File: config.mk
export PLATFORM = sky130hd
export DESIGN_NAME = periodic_task_tick_scheduler_top_flat
export DESIGN_NICKNAME = d
export VERILOG_FILES = /design/src/hdl/ptts_pkg.sv /design/src/hdl/ptts_if.sv /design/src/hdl/ptts_ram.sv /design/src/hdl/ptts_ctrl.sv /design/src/hdl/ptts_dp.sv /design/src/hdl/periodic_task_tick_scheduler_top.sv /design/src/flat_wrapper.sv
export SDC_FILE = /design/constraint.sdc
export NUM_CORES = 1
export LEC_CHECK = 0
export BUFFER_PORTS_ARGS = -buffer_cell sky130_fd_sc_hd__buf_2
export CORE_ASPECT_RATIO = 1.25
export CORE_UTILIZATION = 25
export DETAILED_ROUTE_END_ITERATION = 12
export SETUP_SLACK_MARGIN = 0.3
export SYNTH_ARGS = -nofsm -noshare
export SYNTH_HDL_FRONTEND = slang
export SYNTH_HIERARCHICAL = 1
export SYNTH_SLANG_ARGS = --single-unit
File: constraint.sdc
create_clock -name i_clk -period 15.8 [get_ports i_clk]
set_input_delay 0.79 -clock i_clk [delete_from_list [all_inputs] [get_ports i_clk]]
set_output_delay 0.79 -clock i_clk [all_outputs]
set_load 0.005 [all_outputs]
File: src/hdl/ptts_pkg.sv
// shared types, codes and constants of the periodic task tick scheduler
// no dependencies; imported by every other file of the block except ptts_ram
`default_nettype none

package ptts_pkg;

    localparam int MAX_TASKS_DEF = 16;
    localparam int RESULT_CAP    = 16;
    localparam int NF_W          = $clog2(RESULT_CAP + 1);
    localparam int KEY_W         = 16;
    localparam int PER_W         = 16;
    localparam int SLOT_W        = 4;

    // function codes of an input item
    localparam logic [1:0] FUNC_REG  = 2'd0;
    localparam logic [1:0] FUNC_DEL  = 2'd1;
    localparam logic [1:0] FUNC_TICK = 2'd2;

    // result kinds
    localparam logic [1:0] KIND_REPLY = 2'd0;
    localparam logic [1:0] KIND_FIRE  = 2'd1;
    localparam logic [1:0] KIND_IDLE  = 2'd2;

    // reply status codes
    localparam logic [1:0] STS_OK        = 2'd0;
    localparam logic [1:0] STS_BAD_ARG   = 2'd1;
    localparam logic [1:0] STS_FULL      = 2'd2;
    localparam logic [1:0] STS_NOT_FOUND = 2'd3;

    typedef struct packed {
        logic [KEY_W-1:0] key;
        logic [PER_W-1:0] per;
        logic [PER_W-1:0] cnt;
    } t_entry;

    typedef enum logic [2:0] {
        S_IDLE,
        S_DECODE,
        S_SEARCH,
        S_REPLY,
        S_TICK,
        S_TEND
    } t_state;

    // controller to datapath
    typedef struct packed {
        logic in_ready;
        logic search_step;
        logic tick_step;
        logic reply;
        logic tick_end;
    } t_cmd;

    // datapath to controller
    typedef struct packed {
        logic       in_valid;
        logic [1:0] func;
        logic       reject;
        logic       live_zero;
        logic       hit;
        logic       at_last;
        logic       out_free;
        logic       need_push;
    } t_stat;

endpackage

`default_nettype wire

File: src/hdl/ptts_if.sv
// valid/ready channel interfaces of the scheduler: command in, result out
// depends on ptts_pkg for field widths
`default_nettype none

interface ptts_in_if import ptts_pkg::*; ();
    logic             valid;
    logic             ready;
    logic [1:0]       func;
    logic [KEY_W-1:0] task_key;
    logic [PER_W-1:0] period;

    modport source (output valid, output func, output task_key, output period, input ready);
    modport sink   (input valid, input func, input task_key, input period, output ready);
endinterface

interface ptts_out_if import ptts_pkg::*; ();
    logic              valid;
    logic              ready;
    logic [1:0]        kind;
    logic [1:0]        status;
    logic [SLOT_W-1:0] slot;
    logic [KEY_W-1:0]  fired_key;
    logic              last;

    modport source (output valid, output kind, output status, output slot,
                    output fired_key, output last, input ready);
    modport sink   (input valid, input kind, input status, input slot,
                    input fired_key, input last, output ready);
endinterface

`default_nettype wire

File: src/hdl/ptts_ram.sv
// generic simple dual-port ram: one write port, one read port, registered read
// no dependencies
`default_nettype none

module ptts_ram #(
    parameter int WIDTH = 8,
    parameter int DEPTH = 16,
    localparam int AW   = (DEPTH > 1) ? $clog2(DEPTH) : 1
) (
    input  wire logic             i_clk,
    input  wire logic             i_we,
    input  wire logic [AW-1:0]    i_waddr,
    input  wire logic [WIDTH-1:0] i_wdata,
    input  wire logic             i_re,
    input  wire logic [AW-1:0]    i_raddr,
    output logic      [WIDTH-1:0] o_rdata
);

    logic [WIDTH-1:0] r_mem [DEPTH];
    logic [WIDTH-1:0] r_rdata;

    always_ff @(posedge i_clk) begin
        if (i_we) begin
            r_mem[i_waddr] <= i_wdata;
        end
        if (i_re) begin
            r_rdata <= r_mem[i_raddr];
        end
    end

    assign o_rdata = r_rdata;

endmodule

`default_nettype wire

File: src/hdl/ptts_ctrl.sv
// sequencing state machine of the scheduler
// depends on ptts_pkg (state enum, command and status structs, function codes)
`default_nettype none

module ptts_ctrl import ptts_pkg::*; (
    input  wire logic  i_clk,
    input  wire logic  i_rst_n,
    input  wire t_stat i_stat,
    output t_cmd       o_cmd
);

    t_state r_state;
    t_state n_state;

    always_ff @(posedge i_clk) begin
        if (!i_rst_n) begin
            r_state <= S_IDLE;
        end else begin
            r_state <= n_state;
        end
    end

    always_comb begin
        n_state = r_state;
        o_cmd   = '0;
        unique case (r_state)
            S_IDLE: begin
                o_cmd.in_ready = 1'b1;
                if (i_stat.in_valid) begin
                    n_state = S_DECODE;
                end
            end
            S_DECODE: begin
                unique case (i_stat.func)
                    FUNC_REG: begin
                        n_state = (i_stat.reject || i_stat.live_zero) ? S_REPLY : S_SEARCH;
                    end
                    FUNC_DEL: begin
                        n_state = i_stat.live_zero ? S_REPLY : S_SEARCH;
                    end
                    FUNC_TICK: begin
                        n_state = i_stat.live_zero ? S_TEND : S_TICK;
                    end
                    default: begin
                        n_state = S_IDLE;
                    end
                endcase
            end
            S_SEARCH: begin
                o_cmd.search_step = 1'b1;
                if (i_stat.hit || i_stat.at_last) begin
                    n_state = S_REPLY;
                end
            end
            S_REPLY: begin
                if (i_stat.out_free) begin
                    o_cmd.reply = 1'b1;
                    n_state     = S_IDLE;
                end
            end
            S_TICK: begin
                // a firing that displaces a held firing waits for the output register
                if (!i_stat.need_push || i_stat.out_free) begin
                    o_cmd.tick_step = 1'b1;
                    if (i_stat.at_last) begin
                        n_state = S_TEND;
                    end
                end
            end
            S_TEND: begin
                if (i_stat.out_free) begin
                    o_cmd.tick_end = 1'b1;
                    n_state        = S_IDLE;
                end
            end
            default: begin
                n_state = S_IDLE;
            end
        endcase
    end

endmodule

`default_nettype wire

File: src/hdl/ptts_dp.sv
// datapath of the scheduler: task table ram, walk index, pack pointer,
// delete marks, held firing and output register
// depends on ptts_pkg, ptts_if and ptts_ram
`default_nettype none

module ptts_dp import ptts_pkg::*; #(
    parameter int MAX_TASKS = MAX_TASKS_DEF,
    localparam int IDX_W    = (MAX_TASKS > 1) ? $clog2(MAX_TASKS) : 1,
    localparam int CNT_W    = $clog2(MAX_TASKS + 1)
) (
    input  wire logic   i_clk,
    input  wire logic   i_rst_n,
    input  wire t_cmd   i_cmd,
    output t_stat       o_stat,
    ptts_in_if.sink     i_in,
    ptts_out_if.source  o_out
);

    // latched command
    logic [1:0]        r_func;
    logic [KEY_W-1:0]  r_key;
    logic [PER_W-1:0]  r_period;

    // table walk
    logic [IDX_W-1:0]  r_idx;
    logic [CNT_W-1:0]  r_w;
    logic [CNT_W-1:0]  r_live;
    logic [MAX_TASKS-1:0] r_marks;
    logic              r_found;

    // firing held back until the next one shows whether it is the last
    logic              r_pend_v;
    logic [IDX_W-1:0]  r_pend_idx;
    logic [KEY_W-1:0]  r_pend_key;
    logic [NF_W-1:0]   r_nfire;

    // output register
    logic              r_out_valid;
    logic [1:0]        r_kind;
    logic [1:0]        r_status;
    logic [SLOT_W-1:0] r_slot;
    logic [KEY_W-1:0]  r_fkey;
    logic              r_last;

    logic              w_load;
    logic [CNT_W-1:0]  w_idx_ext;
    logic [CNT_W-1:0]  w_idx_nx;
    logic              w_at_last;
    logic              w_live_zero;
    logic              w_full;
    logic              w_reject;
    logic              w_hit;
    logic              w_out_free;
    logic [PER_W-1:0]  w_cinc;
    logic              w_fire;
    logic [PER_W-1:0]  w_cnew;
    logic              w_report;
    logic              w_mark;
    logic              w_need_push;
    logic              w_push;

    logic              w_re;
    logic [IDX_W-1:0]  w_raddr;
    logic              w_we;
    logic [IDX_W-1:0]  w_waddr;
    t_entry            w_wdata;
    t_entry            w_q;

    logic [1:0]        w_rep_status;
    logic [SLOT_W-1:0] w_rep_slot;
    logic              w_append;

    logic [1:0]        n_kind;
    logic [1:0]        n_status;
    logic [SLOT_W-1:0] n_slot;
    logic [KEY_W-1:0]  n_fkey;
    logic              n_last;

    ptts_ram #(
        .WIDTH ($bits(t_entry)),
        .DEPTH (MAX_TASKS)
    ) u_table (
        .i_clk   (i_clk),
        .i_we    (w_we),
        .i_waddr (w_waddr),
        .i_wdata (w_wdata),
        .i_re    (w_re),
        .i_raddr (w_raddr),
        .o_rdata (w_q)
    );

    assign w_load      = i_in.valid && i_cmd.in_ready;
    assign w_idx_ext   = CNT_W'(r_idx);
    assign w_idx_nx    = w_idx_ext + CNT_W'(1);
    assign w_at_last   = (w_idx_nx == r_live);
    assign w_live_zero = (r_live == '0);
    assign w_full      = (r_live == CNT_W'(MAX_TASKS));
    assign w_reject    = (r_key == '0) || (r_period == '0);
    assign w_hit       = (w_q.key == r_key);
    assign w_out_free  = !r_out_valid || o_out.ready;

    assign w_cinc      = w_q.cnt + PER_W'(1);
    assign w_fire      = (w_cinc >= w_q.per);
    assign w_cnew      = w_fire ? '0 : w_cinc;
    assign w_report    = (r_nfire < NF_W'(RESULT_CAP));
    assign w_mark      = r_marks[r_idx];
    assign w_need_push = w_fire && w_report && r_pend_v;
    assign w_append    = !r_found && !w_full;

    assign o_stat.in_valid  = i_in.valid;
    assign o_stat.func      = r_func;
    assign o_stat.reject    = w_reject;
    assign o_stat.live_zero = w_live_zero;
    assign o_stat.hit       = w_hit;
    assign o_stat.at_last   = w_at_last;
    assign o_stat.out_free  = w_out_free;
    assign o_stat.need_push = w_need_push;

    assign i_in.ready = i_cmd.in_ready;

    // reply to register or destroy
    always_comb begin
        w_rep_status = STS_OK;
        w_rep_slot   = '0;
        if (r_func == FUNC_REG) begin
            if (w_reject) begin
                w_rep_status = STS_BAD_ARG;
            end else if (r_found) begin
                w_rep_slot = SLOT_W'(w_idx_ext);
            end else if (!w_full) begin
                w_rep_slot = SLOT_W'(r_live);
            end else begin
                w_rep_status = STS_FULL;
            end
        end else begin
            if (r_found) begin
                w_rep_slot = SLOT_W'(w_idx_ext);
            end else begin
                w_rep_status = STS_NOT_FOUND;
            end
        end
    end

    // table ram ports: walk reads one entry ahead, pack writes at or behind the walk
    always_comb begin
        w_re    = 1'b0;
        w_raddr = '0;
        w_we    = 1'b0;
        w_waddr = '0;
        w_wdata = w_q;
        if (w_load) begin
            w_re = 1'b1;
        end
        if (i_cmd.search_step && !w_hit && !w_at_last) begin
            w_re    = 1'b1;
            w_raddr = w_idx_nx[IDX_W-1:0];
        end
        if (i_cmd.tick_step) begin
            if (!w_at_last) begin
                w_re    = 1'b1;
                w_raddr = w_idx_nx[IDX_W-1:0];
            end
            if (!w_mark) begin
                w_we        = 1'b1;
                w_waddr     = r_w[IDX_W-1:0];
                w_wdata.cnt = w_cnew;
            end
        end
        if (i_cmd.reply && (r_func == FUNC_REG) && !w_reject && (r_found || w_append)) begin
            w_we        = 1'b1;
            w_waddr     = r_found ? r_idx : r_live[IDX_W-1:0];
            w_wdata.key = r_key;
            w_wdata.per = r_period;
            w_wdata.cnt = '0;
        end
    end

    // next output item
    always_comb begin
        w_push   = 1'b0;
        n_kind   = KIND_REPLY;
        n_status = STS_OK;
        n_slot   = '0;
        n_fkey   = '0;
        n_last   = 1'b1;
        if (i_cmd.reply) begin
            w_push   = 1'b1;
            n_status = w_rep_status;
            n_slot   = w_rep_slot;
        end else if (i_cmd.tick_step && w_need_push) begin
            w_push = 1'b1;
            n_kind = KIND_FIRE;
            n_slot = SLOT_W'(r_pend_idx);
            n_fkey = r_pend_key;
            n_last = 1'b0;
        end else if (i_cmd.tick_end) begin
            w_push = 1'b1;
            if (r_pend_v) begin
                n_kind = KIND_FIRE;
                n_slot = SLOT_W'(r_pend_idx);
                n_fkey = r_pend_key;
            end else begin
                n_kind = KIND_IDLE;
            end
        end
    end

    // control state
    always_ff @(posedge i_clk) begin
        if (!i_rst_n) begin
            r_idx       <= '0;
            r_w         <= '0;
            r_live      <= '0;
            r_marks     <= '0;
            r_found     <= 1'b0;
            r_pend_v    <= 1'b0;
            r_nfire     <= '0;
            r_out_valid <= 1'b0;
        end else begin
            if (w_push) begin
                r_out_valid <= 1'b1;
            end else if (o_out.ready) begin
                r_out_valid <= 1'b0;
            end
            if (w_load) begin
                r_idx   <= '0;
                r_w     <= '0;
                r_found <= 1'b0;
                r_nfire <= '0;
            end
            if (i_cmd.search_step) begin
                if (w_hit) begin
                    r_found <= 1'b1;
                end else if (!w_at_last) begin
                    r_idx <= w_idx_nx[IDX_W-1:0];
                end
            end
            if (i_cmd.tick_step) begin
                if (!w_at_last) begin
                    r_idx <= w_idx_nx[IDX_W-1:0];
                end
                if (!w_mark) begin
                    r_w <= r_w + CNT_W'(1);
                end
                if (w_fire && w_report) begin
                    r_pend_v <= 1'b1;
                    r_nfire  <= r_nfire + NF_W'(1);
                end
            end
            if (i_cmd.tick_end) begin
                r_live   <= r_w;
                r_marks  <= '0;
                r_pend_v <= 1'b0;
            end
            if (i_cmd.reply) begin
                if ((r_func == FUNC_REG) && !w_reject && w_append) begin
                    r_live <= r_live + CNT_W'(1);
                end
                if ((r_func == FUNC_DEL) && r_found) begin
                    r_marks[r_idx] <= 1'b1;
                end
            end
        end
    end

    // payload
    always_ff @(posedge i_clk) begin
        if (w_load) begin
            r_func   <= i_in.func;
            r_key    <= i_in.task_key;
            r_period <= i_in.period;
        end
        if (i_cmd.tick_step && w_fire && w_report) begin
            r_pend_idx <= r_idx;
            r_pend_key <= w_q.key;
        end
        if (w_push) begin
            r_kind   <= n_kind;
            r_status <= n_status;
            r_slot   <= n_slot;
            r_fkey   <= n_fkey;
            r_last   <= n_last;
        end
    end

    assign o_out.valid     = r_out_valid;
    assign o_out.kind      = r_kind;
    assign o_out.status    = r_status;
    assign o_out.slot      = r_slot;
    assign o_out.fired_key = r_fkey;
    assign o_out.last      = r_last;

    a_live_bound: assert property (@(posedge i_clk) disable iff (!i_rst_n)
        r_live <= CNT_W'(MAX_TASKS))
        else $error("live count above table depth");

    a_pack_behind: assert property (@(posedge i_clk) disable iff (!i_rst_n)
        i_cmd.tick_step |-> (r_w <= w_idx_ext))
        else $error("pack pointer ahead of walk index");

    a_marks_live: assert property (@(posedge i_clk) disable iff (!i_rst_n)
        (r_marks >> r_live) == '0)
        else $error("delete mark on an entry beyond the live count");

    a_fire_cap: assert property (@(posedge i_clk) disable iff (!i_rst_n)
        i_cmd.tick_end |=> !r_pend_v && (r_nfire <= NF_W'(RESULT_CAP)))
        else $error("held firing survived the end of a tick");

endmodule

`default_nettype wire

File: src/hdl/periodic_task_tick_scheduler_top.sv
// top level of the periodic task tick scheduler: controller plus datapath
// depends on ptts_pkg, ptts_if, ptts_ram, ptts_ctrl and ptts_dp
//
// usage
//   i_cmd carries one command per transfer: register/update a task (key and
//   period), destroy a task (key), or one timer tick. o_res carries results:
//   one reply per register or destroy, and per tick one result per task that
//   fired (first sixteen reported) or a single "nothing fired" result; the
//   final result of each command has last set. an unused function code is
//   dropped with no result.
//   the task table sits in a ram with registered read; a key search or tick
//   walks it one entry per cycle, unless a tick stalls on o_res, with the next
//   read issued while the current entry is handled. a register or destroy
//   goes through the accept state, a decode state, a key search over the live
//   entries (skipped for a rejected or empty case) and a reply state. a tick
//   advances counters, reports firings and packs out deleted entries in the
//   same walk. one command is worked on at a time; i_cmd.ready is high only while idle.
//   a finished result sits in the output register, so the next command is
//   taken while it waits. when o_res stalls, a reply or the tick's closing
//   result waits in place, and a tick walk pauses on a firing that would
//   need a second result slot.
//   synchronous active-low reset empties the table and clears all delete
//   marks and the output register; entries are written before they are read,
//   so the ram needs no clearing pass.
`default_nettype none

module periodic_task_tick_scheduler_top import ptts_pkg::*; #(
    parameter int MAX_TASKS = MAX_TASKS_DEF
) (
    input  wire logic  i_clk,
    input  wire logic  i_rst_n,
    ptts_in_if.sink    i_cmd,
    ptts_out_if.source o_res
);

    // command and status between the state machine and the datapath
    t_cmd  w_cmd;
    t_stat w_stat;

    // sequencer: idle, decode, search, reply, tick walk, tick end
    ptts_ctrl u_ctrl (
        .i_clk   (i_clk),
        .i_rst_n (i_rst_n),
        .i_stat  (w_stat),
        .o_cmd   (w_cmd)
    );

    // table, walk counters, marks and output register
    ptts_dp #(
        .MAX_TASKS (MAX_TASKS)
    ) u_dp (
        .i_clk   (i_clk),
        .i_rst_n (i_rst_n),
        .i_cmd   (w_cmd),
        .o_stat  (w_stat),
        .i_in    (i_cmd),
        .o_out   (o_res)
    );

endmodule

`default_nettype wire

File: src/flat_wrapper.sv
// flat-port wrapper written by rule: the top's interface ports become plain ports
module periodic_task_tick_scheduler_top_flat import ptts_pkg::*;
#(
    parameter int MAX_TASKS = MAX_TASKS_DEF
)
  (i_clk, i_rst_n, i_cmd_valid, i_cmd_func, i_cmd_task_key, i_cmd_period, i_cmd_ready, o_res_valid, o_res_kind, o_res_status, o_res_slot, o_res_fired_key, o_res_last, o_res_ready);
  ptts_in_if i_cmd_i ();
  ptts_out_if o_res_i ();
  input  wire logic i_clk;
  input  wire logic i_rst_n;
  input wire logic [$bits(i_cmd_i.valid)-1:0] i_cmd_valid;
  input wire logic [$bits(i_cmd_i.func)-1:0] i_cmd_func;
  input wire logic [$bits(i_cmd_i.task_key)-1:0] i_cmd_task_key;
  input wire logic [$bits(i_cmd_i.period)-1:0] i_cmd_period;
  output wire logic [$bits(i_cmd_i.ready)-1:0] i_cmd_ready;
  output wire logic [$bits(o_res_i.valid)-1:0] o_res_valid;
  output wire logic [$bits(o_res_i.kind)-1:0] o_res_kind;
  output wire logic [$bits(o_res_i.status)-1:0] o_res_status;
  output wire logic [$bits(o_res_i.slot)-1:0] o_res_slot;
  output wire logic [$bits(o_res_i.fired_key)-1:0] o_res_fired_key;
  output wire logic [$bits(o_res_i.last)-1:0] o_res_last;
  input wire logic [$bits(o_res_i.ready)-1:0] o_res_ready;
  assign i_cmd_i.valid = i_cmd_valid;
  assign i_cmd_i.func = i_cmd_func;
  assign i_cmd_i.task_key = i_cmd_task_key;
  assign i_cmd_i.period = i_cmd_period;
  assign i_cmd_ready = i_cmd_i.ready;
  assign o_res_valid = o_res_i.valid;
  assign o_res_kind = o_res_i.kind;
  assign o_res_status = o_res_i.status;
  assign o_res_slot = o_res_i.slot;
  assign o_res_fired_key = o_res_i.fired_key;
  assign o_res_last = o_res_i.last;
  assign o_res_i.ready = o_res_ready;
  periodic_task_tick_scheduler_top #(.MAX_TASKS(MAX_TASKS)) u_core (.i_clk(i_clk), .i_rst_n(i_rst_n), .i_cmd(i_cmd_i), .o_res(o_res_i));
endmodule
======== After elaboration in Yosys (flattened, before gate mapping) ========
Memories as Yosys holds them, arrays and structs flattened. A register that Yosys moved wholly into a read port is not among the register bits.
Cells that the tools add are included.
storage, ports and cells
  flip-flop bits (word level) ............. 120
  bits in writable memories ............... 768
  input bits .............................. 38
  output and inout port bits .............. 27
  logic and storage cells ................. 177
  memories ................................ 1
memory list
  memory                     words  bits a word  read ports  clocked after memory_dff  write ports  line            source
  u_core.u_dp.u_table.r_mem  16     48           1           1                         1            ptts_ram.sv:19  logic [WIDTH-1:0] r_mem [DEPTH];
cells by class
  $add $sub $neg .......................... 5
  $lt $le $gt $ge ......................... 4
  equal/unequal tests ..................... 15
  mux-type cells .......................... 89
  bitwise logic cells ..................... 3
  reduce and logical (&&, ||, !) cells .... 40
operators by type and width
  kind                                            number
  2-to-1 mux 16 bit                               10
  2-to-1 mux 4 bit                                22
  2-to-1 mux 48 bit                               1
  2-to-1 mux 5 bit                                9
  zero test 16 bit                                2
  2-to-1 mux 1 bit                                32
  adder 16 x 1 -> 16 bit (second input constant)  1
  == test 16 bit                                  1
  >= comparator 16 bit                            1
  logical AND 1 bit                               16
  bitwise OR 16 bit                               1
  adder 5 x 1 -> 5 bit (second input constant)    3
  2-to-1 mux 3 bit                                5
  case mux 3 bit (5 select lines)                 1
  2-to-1 mux 2 bit                                6
  case mux 3 bit (3 select lines)                 1
  != test 2 bit (second input constant)           4
  zero test 1 bit                                 7
  == test 3 x 2 -> 1 bit (second input constant)  2
  == test 3 bit (second input constant)           2
  logical OR 1 bit                                6
  adder 4 x 1 -> 5 bit (second input constant)    1
  == test 5 bit                                   1
  == test 5 bit (second input constant)           1
  other kinds (18)                                20

======== Logic depth before layout (Yosys ltp) ========
  depth in word-level cells ............... 12
  gate-level depth with buffers ........... 25
  gate-level depth less buffers ........... 21

======== Hierarchy ========
The synthesis kept the hierarchy.
modules (own cells, without submodules)
  module     instances  cells an instance  area an instance (sq um)  seq. area each (sq um)
  ptts_ram   1          1242               30175.2                   24503.5
  ptts_dp    1          695                6475.0                    3133.0
  ptts_ctrl  1          36                 290.3                     60.1

======== Least setup slack after synthesis ========
Ideal clock, no wire load.
  path kind ............................... reg2reg
  start point ............................. register u_core.u_dp.u_table.r_rdata[0], in the netlist u_core/u_dp/u_table/o_rdata[0] (read register of u_core.u_dp.u_table.r_mem)
  end point ............................... memory u_core/u_dp/u_table/r_mem[0][0] (netlist name), enable pin
  setup time .............................. 513 ps
  data arrival time ....................... 7872 ps
  data required time ...................... 15287 ps
  setup slack ............................. 7415 ps
  cell stages (with the launch flop) ...... 22
  path buffers ............................ 3
  period minus slack after synthesis ...... 8385 ps
  path through ............................ edfxtp_1 ha_1 nand3_1 or4_1 xnor2_1 ha_1 nand2_1 o21ai_0 or3_1 o21ai_2 buf_2 nor3b_1 buf_4 nor2b_1 nor3_1 inv_1 a31oi_1 nand3_1 clkbuf_1 nand2_1 or3b_2 nor3_1
RTL lines
  item                line            source
  start: declaration  ptts_ram.sv:20  logic [WIDTH-1:0] r_rdata;
  end: declaration    ptts_ram.sv:19

==> flow_metrics.py <==
metrics = {
    "setup_path": {
        "path_class": "flop to flop",
        "regToRegStartpoint": "u_core/u_dp/u_table/o_rdata[2]",
        "path_cells": "nand3_2 > or3_1 > nor3_2 > xor2_1 > ha_1 > a21oi_1 > o21ai_0 > or3_1 > o21ai_2 > nor3b_1 > nor2b_1 > nor3_1 > inv_1 > a211o_1 > nor2_4 > buf_12 > buf_4 > buf_4 > mux4_2 > a22oi_1 > nand2_1",
        "crit_slowest_cell": "buf_4",
        "worstPathRequired_ps": 16200,
        "startpoint_type": "flop",
        "critPathMaxStageDelay_ps": 880,
        "worst-path-max-fanout": 103,
        "ff2ff_setup_slack_ps": 7270,
        "reg2regPathDepth": 21,
        "cp.arrival_ps": 8940,
        "end_kind": "flop",
        "rr_endpoint": "u_core/u_dp/u_table/o_rdata[47]",
    },
    "logic_synthesis": {
        "synth_nets": 2036,
        "syn_area_mm2": 0.0369,
        "synth-async-reset-ratio_pct": 0,
        "synth.largest_area_cell": "edfxtp_1",
        "ys_top_cells_by_area": "edfxtp_1 73%, mux4_2 12%, dfxtp_1 2.2%, a22oi_1 2.1%, nand2_1 1.7%",
        "synth_area_per_cell_um2": 18.7,
        "ys_ff_latch": 936,
        "netlist.area_leader.share_pct": 72.8,
        "yosysUniqueCellTypes": 64,
        "syn_inst": 1973,
        "yosysSeqAreaShare_pct": 75.0,
        "dominantRegCellSynth": "edfxtp_1",
        "synth_edf_count": 895,
        "synth_warnings": 6,
    },
    "power": {
        "p_leak_nw": 13.0,
        "clockPowerShare_pct": 38.7,
        "power_frac_seq_pct": 52.5,
        "powerDensity_mw_per_mm2": 131,
        "p_int_mw": 4.30,
        "pwr-share-comb_pct": 8.8,
        "p_switching_mw": 1.30,
        "switching_share_pct": 23.2,
        "vdd_drop_max_v": 0.0000880,
    },
    "timing": {
        "whs_ps": 298,
        "hold_viol": 0,
        "rsz0062_at_grt": "false",
        "min_period_ps": 8530,
        "timing.fmax_mhz": 117,
        "skew_ps": 27.1,
        "slew_headroom_pct": 11.1,
        "setup_viol": 0,
        "tns_ps": 0,
        "finalCritPeriodShare_pct": 54.0,
        "tightest_slew_ps": 1330,
        "slew_viol_final": 0,
    },
    "floorplan": {
        "rows": 157,
        "die_y_um": 432,
        "initial_core_util_pct": 25.2,
        "pin_count": 65,
        "core_mm2": 0.147,
        "dieArea_mm2": 0.149,
        "die_w_um": 346,
    },
    "clock_network": {
        "cts_tree": "done",
        "hold_buffers": 0,
        "clk_latency_ps": 660,
        "cts-buffers-inserted": 95,
        "htree_levels": 3,
        "cts_resized": 0,
        "cts_max_path_buffers": 3,
        "root_buffer": "clkbuf_16",
        "cts_setup_buffers": 0,
        "clk_pin_slew_worst_paths_ps": 60,
        "cts.sinks": 936,
    },
    "global_route": {
        "grt_pass1_vias": 18963,
        "grt_overflow": 0,
        "grt_pass1_wl_um": 131000,
        "grt_use_total_pct": 11.9,
        "grt_max_degree": 104,
        "antenna_found_initial": 3,
    },
    "routing": {
        "drt_first_pass_iters": 5,
        "ant_nets": 0,
        "drt_iter0_markers": 2023,
        "drc_errors": 0,
        "vias": 18873,
        "avgViaCountPerCell": 4.65,
        "wire_per_inst_um": 22.1,
        "drt-total-wl_um": 89600,
    },
    "min_path": {
        "hp-start": "i_cmd_task_key[9]",
        "hold_path_class": "primary input to flop",
        "min_path_cells": 1,
        "hold_end": "u_core/u_dp/r_key[9]",
    },
    "run": {
        "cap_violations": 0,
    },
    "status": {
        "status": "finished clean",
    },
    "place": {
        "dp_hpwl_um": 47800,
        "place_congestion": 0.800,
        "port_buffers": 64,
    },
    "final_layout": {
        "syn_to_final_growth_pct": 15.4,
        "drive_gt1_share_pct": 22.6,
        "n_antenna_cell": 0,
        "fin_nets": 2134,
    },
}
==> layout make-up <==
| class | count | area (um^2) |
|---|---|---|
| Clock buffer | 127 | 2540 |
| Fill cell | 14281 | 104000 |
| Sequential cell | 936 | 27700 |
| Tap cell | 1908 | 2390 |
| Timing Repair Buffer | 119 | 746 |
| Clock inverter | 48 | 447 |
| Inverter | 38 | 143 |
| Multi-Input combinational cell | 881 | 8660 |
==> state kept, by name, indices dropped and copies added (netlist names), 16 cells and up <==
| register | count |
|---|---|
| u_core/u_dp/r_period | 16 |
| u_core/u_dp/o_out.fired_key | 16 |
| u_core/u_dp/r_key | 16 |
| u_core/u_dp/r_marks | 16 |
| u_core/u_dp/r_pend_key | 16 |
| u_core/u_dp/u_table/o_rdata | 48 |
| u_core/u_dp/u_table/r_mem | 768 |
==> cell families (layout without fill, tap and decap cells) <==
kind of cell	count (synthesis)	count (layout)	share of synthesized area, %
buffers and inverters	156	332	2.05
AOI/OAI and AO/OA	224	224	4.13
muxes	202	202	12.1
adders and majority gates	25	25	0.847
xor gates and xnor gates	36	36	0.894
DFF	936	936	75.0
and+or+nand+nor	394	394	4.99
==> per-stage QoR <==
step                      cells  util [%]  power (mW)  worst slack (ps)  area, um^2
after global routing       4057      29.1        5.78              6450       42600
after detailed placement   3881      27.0        3.49              7170       39600
after global placement     3881      27.0        3.48              7250       39600
final                      4057      29.1        5.60              7270       42600
after floorplan            1973         -        3.32              7410       36900
after CTS                  4056      29.1        5.65              7160       42600
==> how the worst max path moves through the flow <==
stage,start,to
final,u_core/u_dp/u_table/o_rdata[2],u_core/u_dp/u_table/o_rdata[47]
after global routing,u_core/u_dp/u_table/o_rdata[0],u_core/u_dp/u_table/o_rdata[38]
after CTS,u_core/u_dp/u_table/o_rdata[0],u_core/u_dp/u_table/o_rdata[5]
after detailed placement,u_core/u_dp/u_table/o_rdata[0],u_core/u_dp/u_table/o_rdata[5]
after global placement,u_core/u_dp/u_table/o_rdata[0],u_core/u_dp/u_table/o_rdata[5]
after floorplan,u_core/u_dp/u_table/o_rdata[0],u_core/u_dp/u_table/r_mem[0][0]
==> cells in the final DEF, fill, tap and decap left out, types with 6 or more instances in the layout <==
cell type / synthesis / final
edfxtp_1: 895 / 895
mux4_2: 196 / 196
nand2_1: 169 / 168
a22oi_1: 101 / 101
clkbuf_16: 0 / 97
buf_2: 21 / 64
nor2_1: 73 / 59
buf_4: 28 / 54
nand3_1: 44 / 44
a21oi_1: 43 / 43
dfxtp_1: 41 / 41
inv_1: 36 / 35
clkbuf_1: 53 / 30
xnor2_1: 28 / 28
o21ai_0: 26 / 26
ha_1: 25 / 25
clkinv_1: 1 / 22
nor2b_1: 24 / 22
a31oi_1: 17 / 16
nor2_4: 0 / 14
clkinv_2: 0 / 12
nor3_1: 16 / 12
nand4_1: 11 / 11
nor4_1: 10 / 9
and3_1: 7 / 7
xor2_1: 7 / 7
nand3b_1: 7 / 7
bufinv_16: 0 / 6
nor3_2: 2 / 6
nand2b_1: 6 / 6
==> cells in the mapped netlist, drive strengths merged, types with 17 or more instances <==
library cell,number
edfxtp,895
mux4,196
nand2,169
a22oi,101
nor2,73
buf,64
clkbuf,54
nand3,45
a21oi,43
dfxtp,41
inv,37
o21ai,29
xnor2,28
ha,25
nor2b,24
nor3,18
a31oi,17
==> critical path, delay by kind of cell, from the launching register on <==
family	cells	cell delay (ps)
buffers and inverters	4	2460
and+or+nand+nor	9	2410
AOI/OAI and AO/OA	5	1660
muxes	1	600
DFF	1	460
adders and majority gates	1	290
xor gates and xnor gates	1	210
==> layer usage <==
layer / global-route usage [%] / vias up / share of wire, %
met5: 0 / - / 0.046
met4: 3.33 / 6 / 2.2
met3: 2.53 / 120 / 7.0
met2: 18.8 / 652 / 47
met1: 16.4 / 9965 / 44
li1: - / 8130 / -
==> power groups by stage <==
stage / clock (mW) / combinational, mW / sequential, mW
floorplan: 0 / 0.352 / 2.97
CTS: 2.21 / 0.498 / 2.94
global placement: 0 / 0.491 / 2.99
global route: 2.30 / 0.542 / 2.95
finish: 2.17 / 0.494 / 2.94
detailed placement: 0 / 0.498 / 2.99
(Power assumes the default switching activity.)
